**config.mk**
```make
export PLATFORM = sky130hd
export DESIGN_NAME = led_area_pixel_mapper_core
export DESIGN_NICKNAME = d
export VERILOG_FILES = /design/src/hdl/lapm_pkg.sv /design/src/hdl/lapm_dp.sv /design/src/hdl/lapm_ctrl.sv /design/src/hdl/led_area_pixel_mapper_core.sv
export VERILOG_INCLUDE_DIRS = /design/src /design/src/hdl
export SDC_FILE = /design/constraint.sdc
export NUM_CORES = 2
export LEC_CHECK = 0
export ABC_AREA = 1
export BUFFER_PORTS_ARGS = -buffer_cell sky130_fd_sc_hd__buf_2
export CORE_MARGIN = 1.5
export CORE_UTILIZATION = 50
export DETAILED_ROUTE_END_ITERATION = 10
export HOLD_SLACK_MARGIN = 0.06
export PLACE_DENSITY_LB_ADDON = 0.05
export SLEW_MARGIN = 10
export SYNTH_ARGS = -nofsm -noshare
export SYNTH_HDL_FRONTEND = slang
export SYNTH_SLANG_ARGS = --single-unit
```
**constraint.sdc**
```tcl
create_clock -name clk -period 5.2 [get_ports clk]
set_clock_uncertainty 0.15 [all_clocks]
set_input_delay 0.78 -clock clk [delete_from_list [all_inputs] [get_ports clk]]
set_output_delay 0.78 -clock clk [all_outputs]
set_load 0.02 [all_outputs]
```
**src/hdl/led_area_pixel_mapper_core_defines.svh**
```systemverilog
// assertion macros for the led area pixel mapper
// expects clk and rst_n in the scope of each use
`ifndef LED_AREA_PIXEL_MAPPER_CORE_DEFINES_SVH
`define LED_AREA_PIXEL_MAPPER_CORE_DEFINES_SVH

// same-cycle implication
`define LAPM_ASSERT_NOW(lbl, ante, cons, msg) \
    lbl: assert property (@(posedge clk) disable iff (!rst_n) (ante) |-> (cons)) \
        else $error(msg);

// next-cycle implication
`define LAPM_ASSERT_NEXT(lbl, ante, cons, msg) \
    lbl: assert property (@(posedge clk) disable iff (!rst_n) (ante) |=> (cons)) \
        else $error(msg);

`endif

```
**src/hdl/lapm_pkg.sv**
```systemverilog
// shared types, codes and constants of the led area pixel mapper
// no dependencies
`timescale 1ns / 1ps

package lapm_pkg;

    localparam int SEGMENT_ENTRIES_DEF   = 64;
    localparam int AREA_LIST_ENTRIES_DEF = 128;
    localparam int MAX_PATTERN_DEF       = 16;

    localparam logic [7:0] END_MARK   = 8'd127;
    localparam logic [7:0] IDLE_PIXEL = 8'd255;

    // quotient width of the colour division
    localparam int DIV_W = 10;

    typedef enum logic [1:0] {
        CMD_SEG_WR  = 2'd0,
        CMD_AREA_WR = 2'd1,
        CMD_START   = 2'd2,
        CMD_NEXT    = 2'd3
    } cmd_t;

    typedef enum logic [1:0] {
        DIR_IDLE = 2'd0,
        DIR_FWD  = 2'd1,
        DIR_REV  = 2'd2
    } dir_t;

    typedef struct packed {
        cmd_t              cmd;
        logic [6:0]        table_addr;
        logic [7:0]        length_value;
        logic signed [7:0] area_entry;
        logic [3:0]        area;
        logic [4:0]        pattern_length;
        logic [7:0]        pixel_length;
        logic [15:0]       offset_fixed;
    } req_t;

    typedef struct packed {
        logic [7:0] pixel_index;
        logic [3:0] color_index;
        logic [7:0] area_pixels;
        logic       area_done;
    } rsp_t;

    typedef enum logic [4:0] {
        OP_IDLE,
        OP_TAKE,
        OP_FIND_RD,
        OP_FIND_CHK,
        OP_CNT_RD,
        OP_CNT_CHK,
        OP_CNT_ADD,
        OP_RELOAD,
        OP_LOAD_RD,
        OP_LOAD_CHK,
        OP_SUM_RD,
        OP_SUM_ACC,
        OP_SEG_RD,
        OP_SEG_SET,
        OP_PIX,
        OP_DIV_STEP,
        OP_MOD_LOAD,
        OP_COLOR,
        OP_STEP
    } op_t;

    typedef struct packed {
        op_t op;
    } dp_cmd_t;

    typedef struct packed {
        logic find_stop;
        logic lpos_end;
        logic marker;
        logic sum_more;
        logic pl_zero;
        logic div_last;
        logic step_in;
        logic walk_idle;
    } dp_stat_t;

endpackage

```
**src/hdl/lapm_dp.sv**
```systemverilog
// datapath: segment and area tables, walk registers, serial divider
// depends on lapm_pkg
`timescale 1ns / 1ps

module lapm_dp
    import lapm_pkg::*;
#(
    parameter int SEGMENT_ENTRIES   = SEGMENT_ENTRIES_DEF,
    parameter int AREA_LIST_ENTRIES = AREA_LIST_ENTRIES_DEF,
    parameter int MAX_PATTERN       = MAX_PATTERN_DEF
)
(
    input  logic     clk,
    input  logic     rst_n,
    input  req_t     request,
    input  dp_cmd_t  ctl,
    output dp_stat_t stat,
    output rsp_t     result
);

    localparam int SEG_AW  = $clog2(SEGMENT_ENTRIES);
    localparam int LIST_AW = $clog2(AREA_LIST_ENTRIES);
    localparam int LPOS_W  = LIST_AW + 1;

    logic [7:0] seg_mem  [SEGMENT_ENTRIES];
    logic [7:0] list_mem [AREA_LIST_ENTRIES];

    logic [SEG_AW-1:0]  seg_raddr;
    logic [LIST_AW-1:0] list_raddr;
    logic [7:0]         seg_rd_reg;
    logic [7:0]         list_rd_reg;
    logic [8:0]         wr_addr_ext;
    logic               seg_we;
    logic               list_we;

    logic [LPOS_W-1:0] lpos_reg;
    logic [LPOS_W-1:0] area_idx_reg;
    logic [3:0]        area_reg;
    logic [3:0]        fcnt_reg;
    logic [7:0]        cnt_reg;
    logic [7:0]        seg_start_reg;
    logic [7:0]        seg_len_reg;
    logic [7:0]        seg_pos_reg;
    dir_t              dir_reg;
    logic [7:0]        ord_reg;
    logic [4:0]        plen_reg;
    logic [7:0]        pl_reg;
    logic [15:0]       off_reg;
    logic [7:0]        pixels_reg;
    logic [7:0]        mag_reg;
    logic              rev_reg;
    logic [7:0]        psum_reg;
    logic [7:0]        pidx_reg;
    logic [DIV_W-1:0]  dq_reg;
    logic [7:0]        dr_reg;
    logic [7:0]        den_reg;
    logic [3:0]        dcnt_reg;
    logic [7:0]        res_pix_reg;
    logic [3:0]        res_color_reg;

    logic        entry_rev;
    logic [7:0]  entry_mag;
    logic        mag_in;
    logic [7:0]  seg_len_sel;
    logic [8:0]  cnt_sum;
    logic [7:0]  pos_inc;
    logic [17:0] num;
    logic [8:0]  trial;
    logic [8:0]  diff;
    logic        ge;
    logic [7:0]  dr_next;
    logic [4:0]  plen_c;
    logic [7:0]  pix;

    assign wr_addr_ext = 9'(request.table_addr);
    assign seg_we  = (ctl.op == OP_TAKE) && (request.cmd == CMD_SEG_WR)
                     && (wr_addr_ext < 9'(SEGMENT_ENTRIES));
    assign list_we = (ctl.op == OP_TAKE) && (request.cmd == CMD_AREA_WR)
                     && (wr_addr_ext < 9'(AREA_LIST_ENTRIES));

    assign entry_rev   = list_rd_reg[7];
    assign entry_mag   = entry_rev ? (8'd0 - list_rd_reg) : list_rd_reg;
    assign mag_in      = 9'(mag_reg) < 9'(SEGMENT_ENTRIES);
    assign seg_len_sel = mag_in ? seg_rd_reg : 8'd0;
    assign cnt_sum     = 9'(cnt_reg) + 9'((seg_len_sel == 8'd0) ? 8'd1 : seg_len_sel);
    assign pos_inc     = seg_pos_reg + 8'd1;
    assign num         = 18'({ord_reg, 8'd0}) + 18'(off_reg) + 18'({pl_reg, 7'd0});
    assign trial       = {dr_reg, dq_reg[DIV_W-1]};
    assign ge          = trial >= {1'b0, den_reg};
    assign diff        = trial - {1'b0, den_reg};
    assign dr_next     = ge ? diff[7:0] : trial[7:0];
    assign pix         = (dir_reg == DIR_REV) ? (seg_start_reg - seg_pos_reg)
                                              : (seg_start_reg + seg_pos_reg);

    always_comb
    begin
        if (request.pattern_length == 5'd0)
            plen_c = 5'd1;
        else if (9'(request.pattern_length) > 9'(MAX_PATTERN))
            plen_c = 5'(MAX_PATTERN);
        else
            plen_c = request.pattern_length;
    end

    always_comb
    begin
        unique case (ctl.op)
            OP_CNT_CHK: seg_raddr = entry_mag[SEG_AW-1:0];
            OP_SUM_RD:  seg_raddr = pidx_reg[SEG_AW-1:0];
            default:    seg_raddr = mag_reg[SEG_AW-1:0];
        endcase
    end

    assign list_raddr = lpos_reg[LIST_AW-1:0];

    always_ff @(posedge clk)
    begin
        if (seg_we)
            seg_mem[wr_addr_ext[SEG_AW-1:0]] <= request.length_value;
        seg_rd_reg <= seg_mem[seg_raddr];
    end

    always_ff @(posedge clk)
    begin
        if (list_we)
            list_mem[wr_addr_ext[LIST_AW-1:0]] <= $unsigned(request.area_entry);
        list_rd_reg <= list_mem[list_raddr];
    end

    assign stat.lpos_end  = lpos_reg == LPOS_W'(AREA_LIST_ENTRIES);
    assign stat.find_stop = stat.lpos_end || (fcnt_reg == area_reg);
    assign stat.marker    = list_rd_reg == END_MARK;
    assign stat.sum_more  = (pidx_reg < mag_reg) && (9'(pidx_reg) < 9'(SEGMENT_ENTRIES));
    assign stat.pl_zero   = pl_reg == 8'd0;
    assign stat.div_last  = dcnt_reg == 4'(DIV_W - 1);
    assign stat.step_in   = pos_inc < seg_len_reg;
    assign stat.walk_idle = dir_reg == DIR_IDLE;

    always_ff @(posedge clk or negedge rst_n)
    begin
        if (!rst_n)
        begin
            lpos_reg      <= '0;
            area_idx_reg  <= '0;
            area_reg      <= '0;
            fcnt_reg      <= '0;
            cnt_reg       <= '0;
            seg_start_reg <= '0;
            seg_len_reg   <= '0;
            seg_pos_reg   <= '0;
            dir_reg       <= DIR_IDLE;
            ord_reg       <= '0;
            plen_reg      <= '0;
            pl_reg        <= '0;
            off_reg       <= '0;
            pixels_reg    <= '0;
            mag_reg       <= '0;
            rev_reg       <= 1'b0;
            psum_reg      <= '0;
            pidx_reg      <= '0;
            dq_reg        <= '0;
            dr_reg        <= '0;
            den_reg       <= '0;
            dcnt_reg      <= '0;
            res_pix_reg   <= IDLE_PIXEL;
            res_color_reg <= '0;
        end
        else
        begin
            unique case (ctl.op)
                OP_TAKE:
                begin
                    res_pix_reg   <= IDLE_PIXEL;
                    res_color_reg <= '0;
                    if (request.cmd == CMD_START)
                    begin
                        area_reg <= request.area;
                        plen_reg <= plen_c;
                        pl_reg   <= request.pixel_length;
                        off_reg  <= request.offset_fixed;
                        ord_reg  <= '0;
                        lpos_reg <= '0;
                        fcnt_reg <= '0;
                    end
                end
                OP_FIND_RD:
                begin
                    // area not found falls back to list entry 0
                    if (stat.find_stop)
                    begin
                        area_idx_reg <= stat.lpos_end ? '0 : lpos_reg;
                        lpos_reg     <= stat.lpos_end ? '0 : lpos_reg;
                        cnt_reg      <= '0;
                    end
                end
                OP_FIND_CHK:
                begin
                    if (stat.marker)
                        fcnt_reg <= fcnt_reg + 4'd1;
                    lpos_reg <= lpos_reg + LPOS_W'(1);
                end
                OP_CNT_CHK:
                begin
                    lpos_reg <= lpos_reg + LPOS_W'(1);
                    mag_reg  <= entry_mag;
                end
                OP_CNT_ADD:
                begin
                    // a zero-length segment still yields one pixel
                    cnt_reg <= cnt_sum[8] ? 8'd255 : cnt_sum[7:0];
                end
                OP_RELOAD:
                begin
                    lpos_reg    <= area_idx_reg;
                    seg_pos_reg <= '0;
                    seg_len_reg <= '0;
                    pixels_reg  <= cnt_reg;
                end
                OP_LOAD_RD:
                begin
                    if (stat.lpos_end)
                        dir_reg <= DIR_IDLE;
                end
                OP_LOAD_CHK:
                begin
                    lpos_reg <= lpos_reg + LPOS_W'(1);
                    if (stat.marker)
                        dir_reg <= DIR_IDLE;
                    else
                        dir_reg <= entry_rev ? DIR_REV : DIR_FWD;
                    mag_reg  <= entry_mag;
                    rev_reg  <= entry_rev;
                    psum_reg <= '0;
                    pidx_reg <= '0;
                end
                OP_SUM_ACC:
                begin
                    psum_reg <= psum_reg + seg_rd_reg;
                    pidx_reg <= pidx_reg + 8'd1;
                end
                OP_SEG_SET:
                begin
                    seg_len_reg   <= seg_len_sel;
                    seg_start_reg <= psum_reg
                                     + ((rev_reg && mag_in) ? (seg_len_sel - 8'd1) : 8'd0);
                    seg_pos_reg   <= '0;
                end
                OP_PIX:
                begin
                    res_pix_reg <= pix;
                    ord_reg     <= ord_reg + 8'd1;
                    dq_reg      <= num[17:8];
                    den_reg     <= pl_reg;
                    dr_reg      <= '0;
                    dcnt_reg    <= '0;
                end
                OP_DIV_STEP:
                begin
                    dq_reg   <= {dq_reg[DIV_W-2:0], ge};
                    dr_reg   <= dr_next;
                    dcnt_reg <= dcnt_reg + 4'd1;
                end
                OP_MOD_LOAD:
                begin
                    den_reg  <= 8'(plen_reg);
                    dr_reg   <= '0;
                    dcnt_reg <= '0;
                end
                OP_COLOR:
                begin
                    res_color_reg <= dr_reg[3:0];
                end
                OP_STEP:
                begin
                    seg_pos_reg <= pos_inc;
                end
                default:
                begin
                end
            endcase
        end
    end

    assign result.pixel_index = res_pix_reg;
    assign result.color_index = res_color_reg;
    assign result.area_pixels = pixels_reg;
    assign result.area_done   = dir_reg == DIR_IDLE;

endmodule

```
**src/hdl/lapm_ctrl.sv**
```systemverilog
// controller: sequences table writes, area search, pixel count and pixel steps
// depends on lapm_pkg and led_area_pixel_mapper_core_defines.svh
`timescale 1ns / 1ps
`include "led_area_pixel_mapper_core_defines.svh"

module lapm_ctrl
    import lapm_pkg::*;
(
    input  logic     clk,
    input  logic     rst_n,
    input  logic     start,
    input  cmd_t     cmd,
    input  dp_stat_t stat,
    output dp_cmd_t  ctl,
    output logic     busy,
    output logic     done
);

    typedef enum logic [4:0] {
        S_IDLE,
        S_FIND_RD,
        S_FIND_CHK,
        S_CNT_RD,
        S_CNT_CHK,
        S_CNT_ADD,
        S_RELOAD,
        S_LOAD_RD,
        S_LOAD_CHK,
        S_SUM_RD,
        S_SUM_ACC,
        S_SEG_RD,
        S_SEG_SET,
        S_PIX,
        S_DIV,
        S_MOD_LOAD,
        S_MOD,
        S_COLOR,
        S_STEP,
        S_RESULT
    } state_t;

    state_t state_reg;
    state_t state_next;
    logic   busy_reg;
    logic   done_reg;

    always_comb
    begin
        state_next = state_reg;
        ctl.op     = OP_IDLE;
        unique case (state_reg)
            S_IDLE:
            begin
                if (start)
                begin
                    ctl.op = OP_TAKE;
                    unique case (cmd)
                        CMD_START:               state_next = S_FIND_RD;
                        CMD_NEXT:                state_next = stat.walk_idle ? S_RESULT : S_PIX;
                        CMD_SEG_WR, CMD_AREA_WR: state_next = S_IDLE;
                    endcase
                end
            end
            S_FIND_RD:
            begin
                ctl.op     = OP_FIND_RD;
                state_next = stat.find_stop ? S_CNT_RD : S_FIND_CHK;
            end
            S_FIND_CHK:
            begin
                ctl.op     = OP_FIND_CHK;
                state_next = S_FIND_RD;
            end
            S_CNT_RD:
            begin
                ctl.op     = OP_CNT_RD;
                state_next = stat.lpos_end ? S_RELOAD : S_CNT_CHK;
            end
            S_CNT_CHK:
            begin
                ctl.op     = OP_CNT_CHK;
                state_next = stat.marker ? S_RELOAD : S_CNT_ADD;
            end
            S_CNT_ADD:
            begin
                ctl.op     = OP_CNT_ADD;
                state_next = S_CNT_RD;
            end
            S_RELOAD:
            begin
                ctl.op     = OP_RELOAD;
                state_next = S_LOAD_RD;
            end
            S_LOAD_RD:
            begin
                ctl.op     = OP_LOAD_RD;
                state_next = stat.lpos_end ? S_RESULT : S_LOAD_CHK;
            end
            S_LOAD_CHK:
            begin
                ctl.op     = OP_LOAD_CHK;
                state_next = stat.marker ? S_RESULT : S_SUM_RD;
            end
            S_SUM_RD:
            begin
                ctl.op     = OP_SUM_RD;
                state_next = stat.sum_more ? S_SUM_ACC : S_SEG_RD;
            end
            S_SUM_ACC:
            begin
                ctl.op     = OP_SUM_ACC;
                state_next = S_SUM_RD;
            end
            S_SEG_RD:
            begin
                ctl.op     = OP_SEG_RD;
                state_next = S_SEG_SET;
            end
            S_SEG_SET:
            begin
                ctl.op     = OP_SEG_SET;
                state_next = S_RESULT;
            end
            S_PIX:
            begin
                ctl.op     = OP_PIX;
                state_next = stat.pl_zero ? S_STEP : S_DIV;
            end
            S_DIV:
            begin
                ctl.op     = OP_DIV_STEP;
                state_next = stat.div_last ? S_MOD_LOAD : S_DIV;
            end
            S_MOD_LOAD:
            begin
                ctl.op     = OP_MOD_LOAD;
                state_next = S_MOD;
            end
            S_MOD:
            begin
                ctl.op     = OP_DIV_STEP;
                state_next = stat.div_last ? S_COLOR : S_MOD;
            end
            S_COLOR:
            begin
                ctl.op     = OP_COLOR;
                state_next = S_STEP;
            end
            S_STEP:
            begin
                ctl.op     = OP_STEP;
                state_next = stat.step_in ? S_RESULT : S_LOAD_RD;
            end
            S_RESULT:
            begin
                state_next = S_IDLE;
            end
            default:
            begin
                state_next = S_IDLE;
            end
        endcase
    end

    always_ff @(posedge clk or negedge rst_n)
    begin
        if (!rst_n)
        begin
            state_reg <= S_IDLE;
            busy_reg  <= 1'b0;
            done_reg  <= 1'b0;
        end
        else
        begin
            state_reg <= state_next;
            busy_reg  <= state_next != S_IDLE;
            done_reg  <= state_next == S_RESULT;
        end
    end

    assign busy = busy_reg;
    assign done = done_reg;

    `LAPM_ASSERT_NEXT(a_done_single, done, !done, "result strobe held longer than one cycle")
    `LAPM_ASSERT_NEXT(a_write_no_busy,
        start && !busy && (cmd == CMD_SEG_WR || cmd == CMD_AREA_WR),
        !busy && !done, "table write request raised busy or a result")
    `LAPM_ASSERT_NEXT(a_start_busy, start && !busy && cmd == CMD_START, busy,
        "start request did not raise busy")
    `LAPM_ASSERT_NEXT(a_div_exit, state_reg == S_DIV,
        state_reg == S_DIV || state_reg == S_MOD_LOAD, "divider left by a wrong path")

endmodule

```
**src/hdl/led_area_pixel_mapper_core.sv**
```systemverilog
// top level of the led area pixel mapper: controller plus datapath
// depends on lapm_pkg, lapm_ctrl and lapm_dp
//
// channel   direction  handshake              payload
// request   in         start and not busy     req_t
// result    out        done, one cycle only   rsp_t
//
// table writes leave busy low
// start: walks the list entries up to the area, counts each segment of it, then sums
//   the lengths ahead of the first segment for its start (prefix walk over seg table)
// next pixel: steps through the two serial divisions to the result strobe and skips
//   them when pixel_length is 0; loading a new segment adds a prefix walk over seg table
// reset clears all walk state; tables hold no reset value; results cannot be stalled
`timescale 1ns / 1ps

module led_area_pixel_mapper_core
    import lapm_pkg::*;
#(
    parameter int SEGMENT_ENTRIES   = SEGMENT_ENTRIES_DEF,
    parameter int AREA_LIST_ENTRIES = AREA_LIST_ENTRIES_DEF,
    parameter int MAX_PATTERN       = MAX_PATTERN_DEF
)
(
    input  logic clk,
    input  logic rst_n,
    input  logic start,
    output logic busy,
    input  req_t request,
    output logic done,
    output rsp_t result
);

    dp_cmd_t  ctl;
    dp_stat_t stat;

    lapm_ctrl u_ctrl (
        .clk   (clk),
        .rst_n (rst_n),
        .start (start),
        .cmd   (request.cmd),
        .stat  (stat),
        .ctl   (ctl),
        .busy  (busy),
        .done  (done)
    );

    lapm_dp #(
        .SEGMENT_ENTRIES   (SEGMENT_ENTRIES),
        .AREA_LIST_ENTRIES (AREA_LIST_ENTRIES),
        .MAX_PATTERN       (MAX_PATTERN)
    ) u_dp (
        .clk     (clk),
        .rst_n   (rst_n),
        .request (request),
        .ctl     (ctl),
        .stat    (stat),
        .result  (result)
    );

endmodule

```
==> impl_metrics.json <==
{
  "pin_count": 84,
  "critical-path-top-delay-family": "simple AND/OR/NAND/NOR gates",
  "critical_path.max_stage_delay_ns": 0.90,
  "number_of_enable_flip_flop_cells_after_synthesis": 1536,
  "worst_slack_ns": 1.30,
  "non_filler_instance_count_after_layout": 8758,
  "grt_first_pass_wirelength_um": 300000,
  "sequential_cell_area_um2": 50700,
  "hold_path.class": "primary input to flop",
  "setup.worst_path.end_class": "flop",
  "pin_count_of_the_biggest_net_entering_global_routing": 235,
  "rsz_0062_raised_after_global_routing": "no",
  "start_util": 0.503,
  "cts_made_buffers": 183,
  "core_area_um2": 147000,
  "most-common-layout-cells": "edfxtp_1 (1536), nand2_1 (950), nor2_1 (794)",
  "floorplan.die.height_um": 388,
  "finish.utilization": 0.560,
  "post-route-drc-count": 0,
  "synth_seq_cells": 1722,
  "hpwl_um": 118000,
  "htree_levels": 4,
  "slowest_stage": "nor2_1",
  "worst_ir_drop_vdd_v": 0.000587,
  "post_place_setup_slack_ns": 0.917,
  "finalNetCount": 6816,
  "share_of_cells_above_drive_strength_1": 0.0753,
  "hold_viol": 0,
  "flow.area_growth_from_synthesis_pct": 11.3,
  "dr.first_iter.drc_count": 4824,
  "cellPowerDensity_nw_per_um2": 519,
  "routability_congestion": 0.858,
  "routed_wl_um": 200000,
  "place_inst": 8389,
  "netlist-cell-type-count": 52,
  "timing.final.crit_period_ns": 3.90,
  "initial_antenna_violation_count": 6,
  "maxSlewViolCount": 0,
  "max_reg_flops": 1024,
  "clock.fmax_ghz": 0.256,
  "synthesis.yosys.warnings": 0,
  "setup_viol": 0,
  "via_count": 49860,
  "criticalPathCategory": "flop to flop",
  "fillerInstances": 12468,
  "grt_use_total": 0.263,
  "crit_chain": "nor2_2 > inv_2 > nor2_2 > nand2_2 > inv_2 > nand3_1 > inv_1 > nand2_1 > nor2_1",
  "design.die.area_um2": 151000,
  "port_buffers": 76,
  "detail_route.wl_per_cell_um": 22.8,
  "drt-pass1-iter-count": 6,
  "width_of_the_chip_um": 388,
  "dominantRegCellSynth": "edfxtp_1",
  "multi_input_area_um2": 20000,
  "grt_overflow": 0,
  "run_status": "completed",
  "ys_seq_area_frac": 0.683,
  "synth_area_um2": 74200,
  "maximum_fanout_encountered_on_the_critical_timing_path": 8,
  "clock-sinks": 1722,
  "slew_headroom": 0.178,
  "clk_transition_reported_paths_ns": 0.06,
  "antenna_violating_nets_post_route": 0,
  "synthesis.instances": 6652,
  "placementRows": 141,
  "max_cap_violations": 0,
  "grt_pass1_vias": 47607,
  "cts_resized": 0,
  "worst-endpoint-required_ns": 5.48,
  "avgSynthCellArea_um2": 11.2,
  "worst-path-buf-inv": 3,
  "tritoncts": "done",
  "clkLatencyLatePin_ns": 0.81,
  "static_leak_nw": 30.5,
  "mappedNetlistNets": 6798,
  "async_reset_ff_frac": 0.0987,
  "layout.cells.most_common": "edfxtp_1",
  "vias_per_cell": 5.69,
  "timing.final.crit_share": 0.750,
  "clock-root-buffer": "clkbuf_16",
  "tightest_slew_ns": 1.23,
  "final.setup.tns_ns": 0,
  "clk_path_buf_depth": 3,
  "worstPathArrival_ns": 4.18,
  "worst_setup_path_start_kind": "flop"
}
[final cells by class]
type	instances	area share
Sequential cell	1722	0.614
Multi-Input combinational cell	4021	0.242
Clock buffer	239	0.0597
Tap cell	1930	0.0292
Inverter	522	0.0239
Timing Repair Buffer	220	0.0209
Clock inverter	102	0.0109
Antenna cell	2	0.0000606
[cell usage after synthesis (all sizes together) (3+ instances only)]
cell type	instances	share of area
clkbuf	224	0.011
a21oi	98	0.0067
nand3b	189	0.019
a22oi	10	0.0010
a31oi	4	0.00034
o31ai	10	0.0010
or2	5	0.00042
inv	513	0.026
xor2	35	0.0041
edfxtp	1536	0.62
a221oi	5	0.00059
nand3	781	0.053
a22o	4	0.00047
and3	3	0.00025
nor4	6	0.00051
o211ai	9	0.00091
clkinv	9	0.00045
dfrtp	162	0.055
dfstp	8	0.0028
ha	78	0.013
fa	7	0.0019
nor3	36	0.0025
o32ai	4	0.00047
nor2	807	0.041
o21bai	3	0.00030
nand2	955	0.048
buf	163	0.011
xnor2	19	0.0022
dfxtp	16	0.0043
nand4	10	0.00084
o21ai	652	0.044
o22ai	276	0.023
[worst min-delay path, cell delays in order]
cell and delay, ns:
buf_2 0.10, inv_1 0.06, o22ai_1 0.08
[timing repair]
item,in CTS,in global routing
hold buffers,26,0
setup buffers,0,0
endpoints found under the hold margin,112,0
setup endpoints to repair,0,0
[logic make-up (layout without fill, tap and decap cells)]
group / after synthesis / count (layout) / synth area share
compound gates: 1089 / 1089 / 0.0806
other cells: 0 / 2 / 0
flops: 1722 / 1722 / 0.683
xor+xnor: 54 / 54 / 0.00637
fa+ha+maj: 85 / 85 / 0.0150
buf+inv: 909 / 1083 / 0.0490
simple gates: 2793 / 2793 / 0.166
[power by group]
group / switching (W) / internal, W / total (W) / leakage [nW]
Sequential: 0.000596 / 0.0156 / 0.0162 / 16.2
Clock: 0.00542 / 0.00725 / 0.0127 / 2.85
Combinational: 0.00984 / 0.00417 / 0.0140 / 11.5
Total: 0.0159 / 0.0270 / 0.0429 / 30.5
[layer usage]
metal,vias to the layer above,GRT usage,wire length [µm]
li1,23500,-,-
met1,24498,0.369,86300
met2,1550,0.428,95800
met3,306,0.0362,12100
met4,6,0.0813,5520
met5,-,0,37
[stage by stage]
stage          area [µm²]  hold WS [ns]  total power (W)
6_report            82600         0.113           0.0429
5_1_grt             82600         0.111           0.0452
4_1_cts             82600        0.0614           0.0431
3_5_place_dp        76600         0.297           0.0304
3_3_place_gp        76600         0.295           0.0303
2_1_floorplan       74200         0.276           0.0258
[path summary, 6_finish.rpt]
path | startpoint | depth (start not counted) | end | slack, ns
hold / removal | request[27] | 3 | u_dp.plen_reg[3]$_DFFE_PN0P_ | 0.11
hold reg to reg | u_dp.dcnt_reg[3]$_DFFE_PN0P_ | 1 | u_dp.dcnt_reg[3]$_DFFE_PN0P_ | 0.31
setup reg to reg | u_ctrl.state_reg[2]$_DFF_PN0_ | 9 | u_dp.list_mem[70][1]$_DFFE_PP_ | 1.30
setup / recovery | u_ctrl.state_reg[2]$_DFF_PN0_ | 9 | u_dp.list_mem[70][1]$_DFFE_PP_ | 1.30
min in group asynchronous | rst_n | 2 | u_dp.off_reg[12]$_DFFE_PN0P_ | 0.42
max in group asynchronous | rst_n | 3 | u_dp.lpos_reg[1]$_DFFE_PN0P_ | 3.31
(Power assumes the default switching activity.)
